==> src/hdl/sapq_pkg.sv <==
// ----------------------------------------------------------------------------
// sapq_pkg
// Shared types and constants of the sorted array priority queue: field
// widths, action and status codes, controller states, command and status
// bundles between controller and datapath.
// ----------------------------------------------------------------------------
package sapq_pkg;

   localparam int DATA_W        = 32;
   localparam int COUNT_W       = 4;
   localparam int DEPTH_DEFAULT = 8;

   // request action codes
   typedef enum logic {
      ACT_INSERT = 1'b0,
      ACT_DELETE = 1'b1
   } action_type;

   // result status codes
   typedef enum logic [1:0] {
      STS_OK        = 2'd0,
      STS_OVERFLOW  = 2'd1,
      STS_EMPTY     = 2'd2,
      STS_NOT_FOUND = 2'd3
   } status_type;

   // controller states
   typedef enum logic [1:0] {
      ST_IDLE = 2'd0,
      ST_EXEC = 2'd1,
      ST_RESP = 2'd2
   } state_type;

   // controller to datapath
   typedef struct packed {
      logic       capture;
      logic       do_insert;
      logic       do_delete;
      logic       load_rsp;
      status_type code;
   } cmd_type;

   // datapath to controller
   typedef struct packed {
      logic is_delete;
      logic full;
      logic empty;
      logic found;
   } sts_type;

endpackage

==> src/hdl/sapq_ctrl.sv <==
// ----------------------------------------------------------------------------
// sapq_ctrl
// Controller of the queue: runs the request and result handshakes, picks
// the status of each operation and tells the datapath when to commit it.
// ----------------------------------------------------------------------------
module sapq_ctrl
   import sapq_pkg::*;
(
   input  logic    clock,
   input  logic    reset,
   input  logic    req_valid,
   output logic    req_ready,
   output logic    rsp_valid,
   input  logic    rsp_ready,
   input  sts_type sts,
   output cmd_type cmd
);

   state_type state_ff;
   state_type state_in;

   // state register
   always_ff @(posedge clock) begin
      if (reset) begin
         state_ff <= ST_IDLE;
      end else begin
         state_ff <= state_in;
      end
   end

   // next state
   always_comb begin
      state_in = state_ff;
      unique case (state_ff)
         ST_IDLE: begin
            if (req_valid) state_in = ST_EXEC;
         end
         ST_EXEC: begin
            state_in = ST_RESP;
         end
         ST_RESP: begin
            if (rsp_ready) state_in = ST_IDLE;
         end
         default: state_in = ST_IDLE;
      endcase
   end

   // outputs
   always_comb begin
      req_ready     = 1'b0;
      rsp_valid     = 1'b0;
      cmd           = '0;
      cmd.code      = STS_OK;
      unique case (state_ff)
         ST_IDLE: begin
            req_ready   = 1'b1;
            cmd.capture = req_valid;
         end
         ST_EXEC: begin
            cmd.load_rsp = 1'b1;
            if (!sts.is_delete) begin
               // insert fails only when every slot is taken
               if (sts.full) begin
                  cmd.code = STS_OVERFLOW;
               end else begin
                  cmd.do_insert = 1'b1;
               end
            end else begin
               if (sts.empty) begin
                  cmd.code = STS_EMPTY;
               end else if (!sts.found) begin
                  cmd.code = STS_NOT_FOUND;
               end else begin
                  cmd.do_delete = 1'b1;
               end
            end
         end
         ST_RESP: begin
            rsp_valid = 1'b1;
         end
         default: begin
            req_ready = 1'b0;
         end
      endcase
   end

endmodule

==> src/hdl/sapq_datapath.sv <==
// ----------------------------------------------------------------------------
// sapq_datapath
// Sorted register array with its own compares in every slot. Each slot decides on its
// own whether it keeps its value, takes the new value or takes a neighbor,
// so an insert or delete commits to all slots at once.
// ----------------------------------------------------------------------------
module sapq_datapath
   import sapq_pkg::*;
#(
   parameter int DEPTH = DEPTH_DEFAULT
) (
   input  logic                     clock,
   input  logic                     reset,
   input  logic                     req_action,
   input  logic signed [DATA_W-1:0] req_value,
   input  cmd_type                  cmd,
   output sts_type                  sts,
   output logic [1:0]               rsp_status,
   output logic [COUNT_W-1:0]       rsp_count,
   output logic signed [DATA_W-1:0] rsp_top_value
);

   localparam int CountW = $clog2(DEPTH + 1);

   logic                     act_ff;
   logic signed [DATA_W-1:0] val_ff;
   logic [CountW-1:0]        count_ff;
   logic [CountW-1:0]        count_in;
   status_type               status_ff;
   logic signed [DATA_W-1:0] entry_ff [DEPTH];

   logic [DEPTH-1:0] slot_valid;
   logic [DEPTH-1:0] ins_at;
   logic [DEPTH-1:0] del_at;
   logic [DEPTH-1:0] match;
   logic [CountW+COUNT_W-1:0] count_ext;

   // request capture, payload only
   always_ff @(posedge clock) begin
      if (cmd.capture) begin
         act_ff <= req_action;
         val_ff <= req_value;
      end
   end

   // status of the last operation
   always_ff @(posedge clock) begin
      if (cmd.load_rsp) begin
         status_ff <= cmd.code;
      end
   end

   // per-slot compare
   for (genvar g = 0; g < DEPTH; g++) begin : g_cmp
      assign slot_valid[g] = count_ff > CountW'(g);
      assign match[g]      = slot_valid[g] && (entry_ff[g] == val_ff);
      // sorted descending, so ins_at holds on a suffix of the slots, del_at on a suffix of the valid slots
      assign ins_at[g]     = !slot_valid[g] || (val_ff >= entry_ff[g]);
      assign del_at[g]     = entry_ff[g] <= val_ff;
   end

   // slot update
   for (genvar g = 0; g < DEPTH; g++) begin : g_slot
      logic signed [DATA_W-1:0] from_prev;
      logic signed [DATA_W-1:0] from_next;
      if (g == 0) begin : g_first
         assign from_prev = val_ff;
      end else begin : g_mid
         assign from_prev = ins_at[g-1] ? entry_ff[g-1] : val_ff;
      end
      if (g == DEPTH - 1) begin : g_last
         assign from_next = entry_ff[g];
      end else begin : g_inner
         assign from_next = entry_ff[g+1];
      end
      always_ff @(posedge clock) begin
         if (cmd.do_insert && ins_at[g]) begin
            entry_ff[g] <= from_prev;
         end else if (cmd.do_delete && del_at[g]) begin
            entry_ff[g] <= from_next;
         end
      end
   end

   // fill count
   always_comb begin
      count_in = count_ff;
      if (cmd.do_insert) begin
         count_in = count_ff + CountW'(1);
      end else if (cmd.do_delete) begin
         count_in = count_ff - CountW'(1);
      end
   end

   always_ff @(posedge clock) begin
      if (reset) begin
         count_ff <= '0;
      end else begin
         count_ff <= count_in;
      end
   end

   // flags for the controller
   assign sts.is_delete = act_ff == ACT_DELETE;
   assign sts.full      = count_ff == CountW'(DEPTH);
   assign sts.empty     = count_ff == '0;
   assign sts.found     = |match;

   // result fields, stable while the result beat waits
   assign count_ext     = {{COUNT_W{1'b0}}, count_ff};
   assign rsp_status    = status_ff;
   assign rsp_count     = count_ext[COUNT_W-1:0];
   assign rsp_top_value = (count_ff == '0) ? '0 : entry_ff[0];

endmodule

==> src/hdl/sorted_array_priority_queue_unit.sv <==
// ----------------------------------------------------------------------------
// sorted_array_priority_queue_unit
// Priority queue of signed values kept in descending order in a register
// array; insert and delete by value, one result beat per request beat.
// ----------------------------------------------------------------------------
//  channel  | ports                               | direction
//  ---------+-------------------------------------+----------
//  request  | req_valid/ready, action, value      | in
//  result   | rsp_valid/ready, status, count, top | out
//
//  an item goes through accept, commit to the array, result beat
//  the commit compares every slot in parallel in the EXEC state
//  a new request is taken only after the previous result beat is accepted
//  rsp_ready low holds the result and the array unchanged
//  reset clears the count; the stored values are not cleared
module sorted_array_priority_queue_unit
   import sapq_pkg::*;
#(
   parameter int DEPTH = DEPTH_DEFAULT
) (
   input  logic                     clock,
   input  logic                     reset,
   input  logic                     req_valid,
   output logic                     req_ready,
   input  logic                     req_action,
   input  logic signed [DATA_W-1:0] req_value,
   output logic                     rsp_valid,
   input  logic                     rsp_ready,
   output logic [1:0]               rsp_status,
   output logic [COUNT_W-1:0]       rsp_count,
   output logic signed [DATA_W-1:0] rsp_top_value
);

   cmd_type cmd;
   sts_type sts;

   // sequencing and handshakes
   sapq_ctrl u_ctrl (
      .clock     (clock),
      .reset     (reset),
      .req_valid (req_valid),
      .req_ready (req_ready),
      .rsp_valid (rsp_valid),
      .rsp_ready (rsp_ready),
      .sts       (sts),
      .cmd       (cmd)
   );

   // sorted array and result fields
   sapq_datapath #(
      .DEPTH (DEPTH)
   ) u_datapath (
      .clock         (clock),
      .reset         (reset),
      .req_action    (req_action),
      .req_value     (req_value),
      .cmd           (cmd),
      .sts           (sts),
      .rsp_status    (rsp_status),
      .rsp_count     (rsp_count),
      .rsp_top_value (rsp_top_value)
   );

endmodule

==> config.mk <==
export PLATFORM = sky130hd
export DESIGN_NAME = sorted_array_priority_queue_unit
export DESIGN_NICKNAME = d
export VERILOG_FILES = /design/src/hdl/sapq_pkg.sv /design/src/hdl/sapq_ctrl.sv /design/src/hdl/sapq_datapath.sv /design/src/hdl/sorted_array_priority_queue_unit.sv
export SDC_FILE = /design/constraint.sdc
export NUM_CORES = 1
export LEC_CHECK = 0
export BUFFER_PORTS_ARGS = -buffer_cell sky130_fd_sc_hd__buf_2
export CORE_MARGIN = 2
export CORE_UTILIZATION = 45
export DETAILED_ROUTE_END_ITERATION = 10
export GPL_ROUTABILITY_DRIVEN = 0
export PLACE_DENSITY = 0.57
export SYNTH_ARGS = -nofsm -noshare
export SYNTH_HDL_FRONTEND = slang
export SYNTH_SLANG_ARGS = --single-unit
==> constraint.sdc <==
create_clock -name clock -period 4.9 [get_ports clock]
set_input_delay 0.245 -clock clock [delete_from_list [all_inputs] [get_ports clock]]
set_output_delay 0.245 -clock clock [all_outputs]
set_load 0.05 [all_outputs]
Word level (Yosys, flattened, before mapping)
Memory sizes are Yosys's and may differ from the RTL's.
Cells that the tools add are included.
{"block": "op_classes", "n_addsub": 2, "magnitude_cmp": 24, "n_eq_ne": 13, "n_mux": 74, "n_bitwise": 8, "n_reduce_logical": 45}
{"operator": "32-bit 2-to-1 mux", "count": 16}
{"operator": "32-bit == test", "count": 8}
{"operator": "32-bit greater-or-equal comparator", "count": 8}
{"operator": "32-bit less-or-equal comparator", "count": 8}
{"operator": "1-bit 2-to-1 mux", "count": 49}
{"operator": "1-bit logical AND", "count": 24}
{"operator": "4-bit by 3-bit > comparator with 1-bit output (second input constant)", "count": 4}
{"operator": "2-bit 2-to-1 mux", "count": 5}
{"operator": "4-bit by 1-bit > comparator with 1-bit output (second input constant)", "count": 2}
{"operator": "4-bit by 2-bit > comparator with 1-bit output (second input constant)", "count": 2}
{"operator": "1-bit zero test", "count": 8}
{"operator": "1-bit logical OR", "count": 8}
{"operator": "4-bit 2-to-1 mux", "count": 2}
{"operator": "1-bit bitwise OR", "count": 8}
{"operator": "8-bit OR reduction", "count": 1}
{"operator": "2-bit one-hot mux with 3 select lines", "count": 1}
{"operator": "5-bit 2-to-1 mux", "count": 1}
{"operator": "4-bit by 1-bit adder with 4-bit output (second input constant)", "count": 1}
{"operator": "4-bit == test (second input constant)", "count": 1}
{"operator": "4-bit zero test", "count": 1}
{"operator": "2-bit inequality test (second input constant)", "count": 2}
{"operator": "4-bit by 1-bit subtractor with 4-bit output (second input constant)", "count": 1}
{"operator": "2-bit by 1-bit == test with 1-bit output (second input constant)", "count": 1}
{"operator": "2-bit == test (second input constant)", "count": 1}
{"operator": "3 further kinds", "count": 3}
{"block": "word_totals", "reg_bits": 41, "ram_bits": 256, "in_bits": 37, "output_inout_bits": 40, "mem_count": 1}
{"memory": "u_datapath.entry_ff", "words": 8, "word_bits": 32, "read_ports": 8, "rd_ports_with_merged_regs": 0, "write_ports": 8, "line_no": "sapq_datapath.sv:30", "rtl": "logic signed [DATA_W-1:0] entry_ff [DEPTH];"}

Depth between registers and ports, before layout
An unclocked memory read counts as a cell.
{"block": "depth", "depth_word": 13, "ltp_mapped": 12}

Modules after synthesis
From an unflattened synthesis, not the netlist that was laid out.
{"block": "unflattened", "hier_cells": 1777, "hier_area_um2": 20731.1}
{"module": "sapq_datapath", "n_inst": 1, "cells_per_inst": 1759, "area_per_inst_um2": 20589.7, "seq_area_each_um2": 8818.5}
{"module": "sapq_ctrl", "n_inst": 1, "cells_per_inst": 18, "area_per_inst_um2": 141.4, "seq_area_each_um2": 40.0}

Least setup slack after synthesis
Ideal clock, no wire load.
{"block": "synth_timing", "kind": "register to register", "start": "reg u_datapath.count_ff[0] (netlist: u_datapath.rsp_count[0])", "end": "mem u_datapath.entry_ff[7][0] (enable)", "setup_ns": 0.461, "t_arrival_ns": 3.998, "t_required_ns": 4.439, "slack_ns": 0.441, "stages_incl_launch_ff": 7, "n_path_buf": 0, "period_less_slack_ns": 4.459, "path_cell_list": "dfxtp_1 -> inv_1 -> ha_1 -> inv_1 -> nor3_1 -> or3_1 -> nor3_1"}
{"element": "start, declared", "line_no": "sapq_datapath.sv:27", "rtl": "logic [CountW-1:0] count_ff;"}
{"element": "start signal, assigned", "line_no": "sapq_datapath.sv:99", "rtl": "count_ff <= count_in;"}
{"element": "end, declared", "line_no": "sapq_datapath.sv:30"}

==> run metrics <==
outcome complete, no violations; R2R cell count 10; R2R Setup Slk 170 ps; xor-xnor portion of the synthesized cell area 0.001237; commonest non-fill, non-tap cells in the layout 411 x mux2i_1, 291 x edfxtp_1, 271 x inv_1; core area 46560 sq um; Synth Area in Compound Gates 0.08211; Yosys top cell by area edfxtp_1; hold wc startpoint req_value[22]; Critical Path RT 5190 ps; clk_lat worst skew 560 ps; asr flop ratio synth 0; clk sink count 297; IR drop worst, VDD 0.2522 mV; WHS Endpoint u_datapath.g_slot[0].from_prev[22]; Via density 5.907; endpoints failing setup 0; Post-DRT Antenna Nets 0; largest net degree at the start of global routing 35; Slew Limit Fails 0; sequential fraction of the synthesis area 0.4170; post-synthesis mux area share 0.1974; Post-Syn Area per Cell 11.16 sq um; synthesized area 21240 sq um; pwr/cell area 272.2 nW/um^2; drt pass-1 iters 5; Synth Area in Adders 0.1526; main flop type after synthesis edfxtp_1; crit path max fanout 18; Pleak 0.01096 uW; P&R area growth vs syn 14.35%; share of layout cells above drive strength 1 0.1135; H-tree levels 2; r2r startpoint u_datapath.g_slot[0].from_prev[31]; post-detail-place hpwl 50510 um; Min Hold Slack 399.4 ps; CTS tree built; syn_nets 2200; first-pass GRT wire length 102100 um; worst min path class in -> reg; Tmin final 4733 ps; top cells by area, synth edfxtp_1 41%, mux2i_1 19%, ha_1 15%, inv_1 4.8%, a21oi_1 3.1%; CTS max path bufs 3; die footprint 48960 sq um; Rel. slew slack 0.3608; total number of vias 16030; Root Driver clkbuf_16; final worst slack 167.4 ps; CP Launch Type flop; synth unique cells 66; Std-Cell Rows 79; drt total wl 68750 um; Initial Util 0.4563; RSZ-0062 raised after global routing false; share of the synthesized area in the top cell type 0.4114; reg2reg end u_datapath.entry_ff[0][18]; Ys Warns 0; NumNets Final 2373; worst slew pin tran 948.8 ps; Yosys reg bits 297; Final Hold Viols 0; die height 221.3 um; DRC viols 0; IO Count 77; Peak Freq 0.2113 GHz; clock-pin transition on the worst setup and hold timing paths 70 ps; final worst path period share 0.9658; post-synthesis cell count 1904; initial antenna violation count 0; post-synthesis simple-gate area fraction 0.08223; number of global-route vias before repair 15850; Routed WL per cell 25.34 um; Worst EP arrival 5020 ps; Die X 221.3 um; Num CTS Buffers 38; I/O Buffers 76; Power Total 6611 uW; initial DRC count 1444; number of synthesized flops with an enable pin 291; Placement Setup Slack 96.84 ps; Crit. End Element flop; most common cell after layout, fill and taps aside mux2i_1; hold path depth 2; Max Cap Violations 0; GRT Util Overall 0.2772; global route overflow 0; ant diodes 0; Crit Path Class reg -> reg; total negative setup slack 0 ps; largest family of logic cells by synthesized area multiplexers; Layout Skew 16.15 ps
[sequential cells by signal, summed over array words and instances, names as in the netlist]
signal	flops
u_ctrl.state_ff	2
u_datapath.act_ff	1
u_datapath.entry_ff	256
u_datapath.g_slot.from_prev	32
u_datapath.rsp_count	4
u_datapath.rsp_status	2
[worst max path at each step]
stage	from	to	slack, ps	depth (start not counted)
2_1_floorplan	u_datapath.rsp_count[0]	u_datapath.entry_ff[7][0]	440	6
3_3_place_gp	u_datapath.g_slot[0].from_prev[31]	u_datapath.entry_ff[0][24]	170	10
3_5_place_dp	u_datapath.g_slot[0].from_prev[31]	u_datapath.entry_ff[0][24]	100	10
4_1_cts	u_datapath.g_slot[0].from_prev[31]	u_datapath.entry_ff[0][21]	50	10
5_1_grt	u_datapath.g_slot[0].from_prev[31]	u_datapath.entry_ff[0][25]	40	10
6_report	u_datapath.g_slot[0].from_prev[31]	u_datapath.entry_ff[0][18]	170	10
[power by group]
part	internal, uW	switching [uW]	total, uW
Clock	1510	1130	2650
Sequential	2900	97.5	3000
Combinational	353	613	966
Total	4770	1840	6610
[layer usage]
layer	routed length (um)	track usage	vias up
met3	5322	0.05019	126
li1	-	-	7395
met2	29270	0.4150	609
met5	0	0	-
met4	2324	0.09006	0
met1	31840	0.4044	7895
[final cells by class]
type / instances / area, sq um
clock buffers: 52 / 1025
clock inverters: 17 / 101.3
fillers: 4102 / 22270
inverters: 271 / 1017
multi-input cells: 1284 / 11100
flip-flops and latches: 297 / 8859
well taps: 607 / 759.5
repair buffers: 185 / 1424
[worst max-delay path: stages, from the launching register on]
cell and delay, ps:
edfxtp_1 760, inv_1 200, ha_1 490, nand4_1 450, nor4_2 570, nor2_1 140
o221a_2 330, nor2_1 250, a21o_2 690, buf_4 420, mux2i_1 120
[cells in the mapped netlist, types with 8 or more instances]
cell and count:
nand4_1 62, o21ai_0 38, a221oi_1 9, edfxtp_1 291, nor4_1 14, o211ai_1 9, and2_1 32, nand2_1 55
nor3_1 21, and4_1 9, nand3_1 25, buf_6 10, buf_4 23, ha_1 259, buf_2 8, inv_1 271
nor2_1 66, mux2i_1 411, a21o_1 42, nor2b_1 9, a21oi_1 132
[kinds of logic after synthesis]
kind of cell | count (synthesis)
mux | 418
buf+inv | 323
simple gates | 323
flops | 297
compound gates | 281
fa+ha+maj | 259
xor+xnor | 3
[repair_timing]
action,4_1_cts,5_1_grt
hold buffers,35,0
setup buffers,0,0
setup endpoints to repair,0,17
hold endpoints to repair,39,0
resized for setup,0,3
[through the flow]
| stage | instances | area (sq um) | util |
|---|---|---|---|
| floorplan | 1904 | 21240 | - |
| detailed placement | 2609 | 22800 | 0.4897 |
| global route | 2713 | 24290 | 0.5217 |
| global placement | 2609 | 22800 | 0.4897 |
| finish | 2713 | 24290 | 0.5217 |
| CTS | 2713 | 24280 | 0.5215 |
Power figures use the tool's default switching activity.
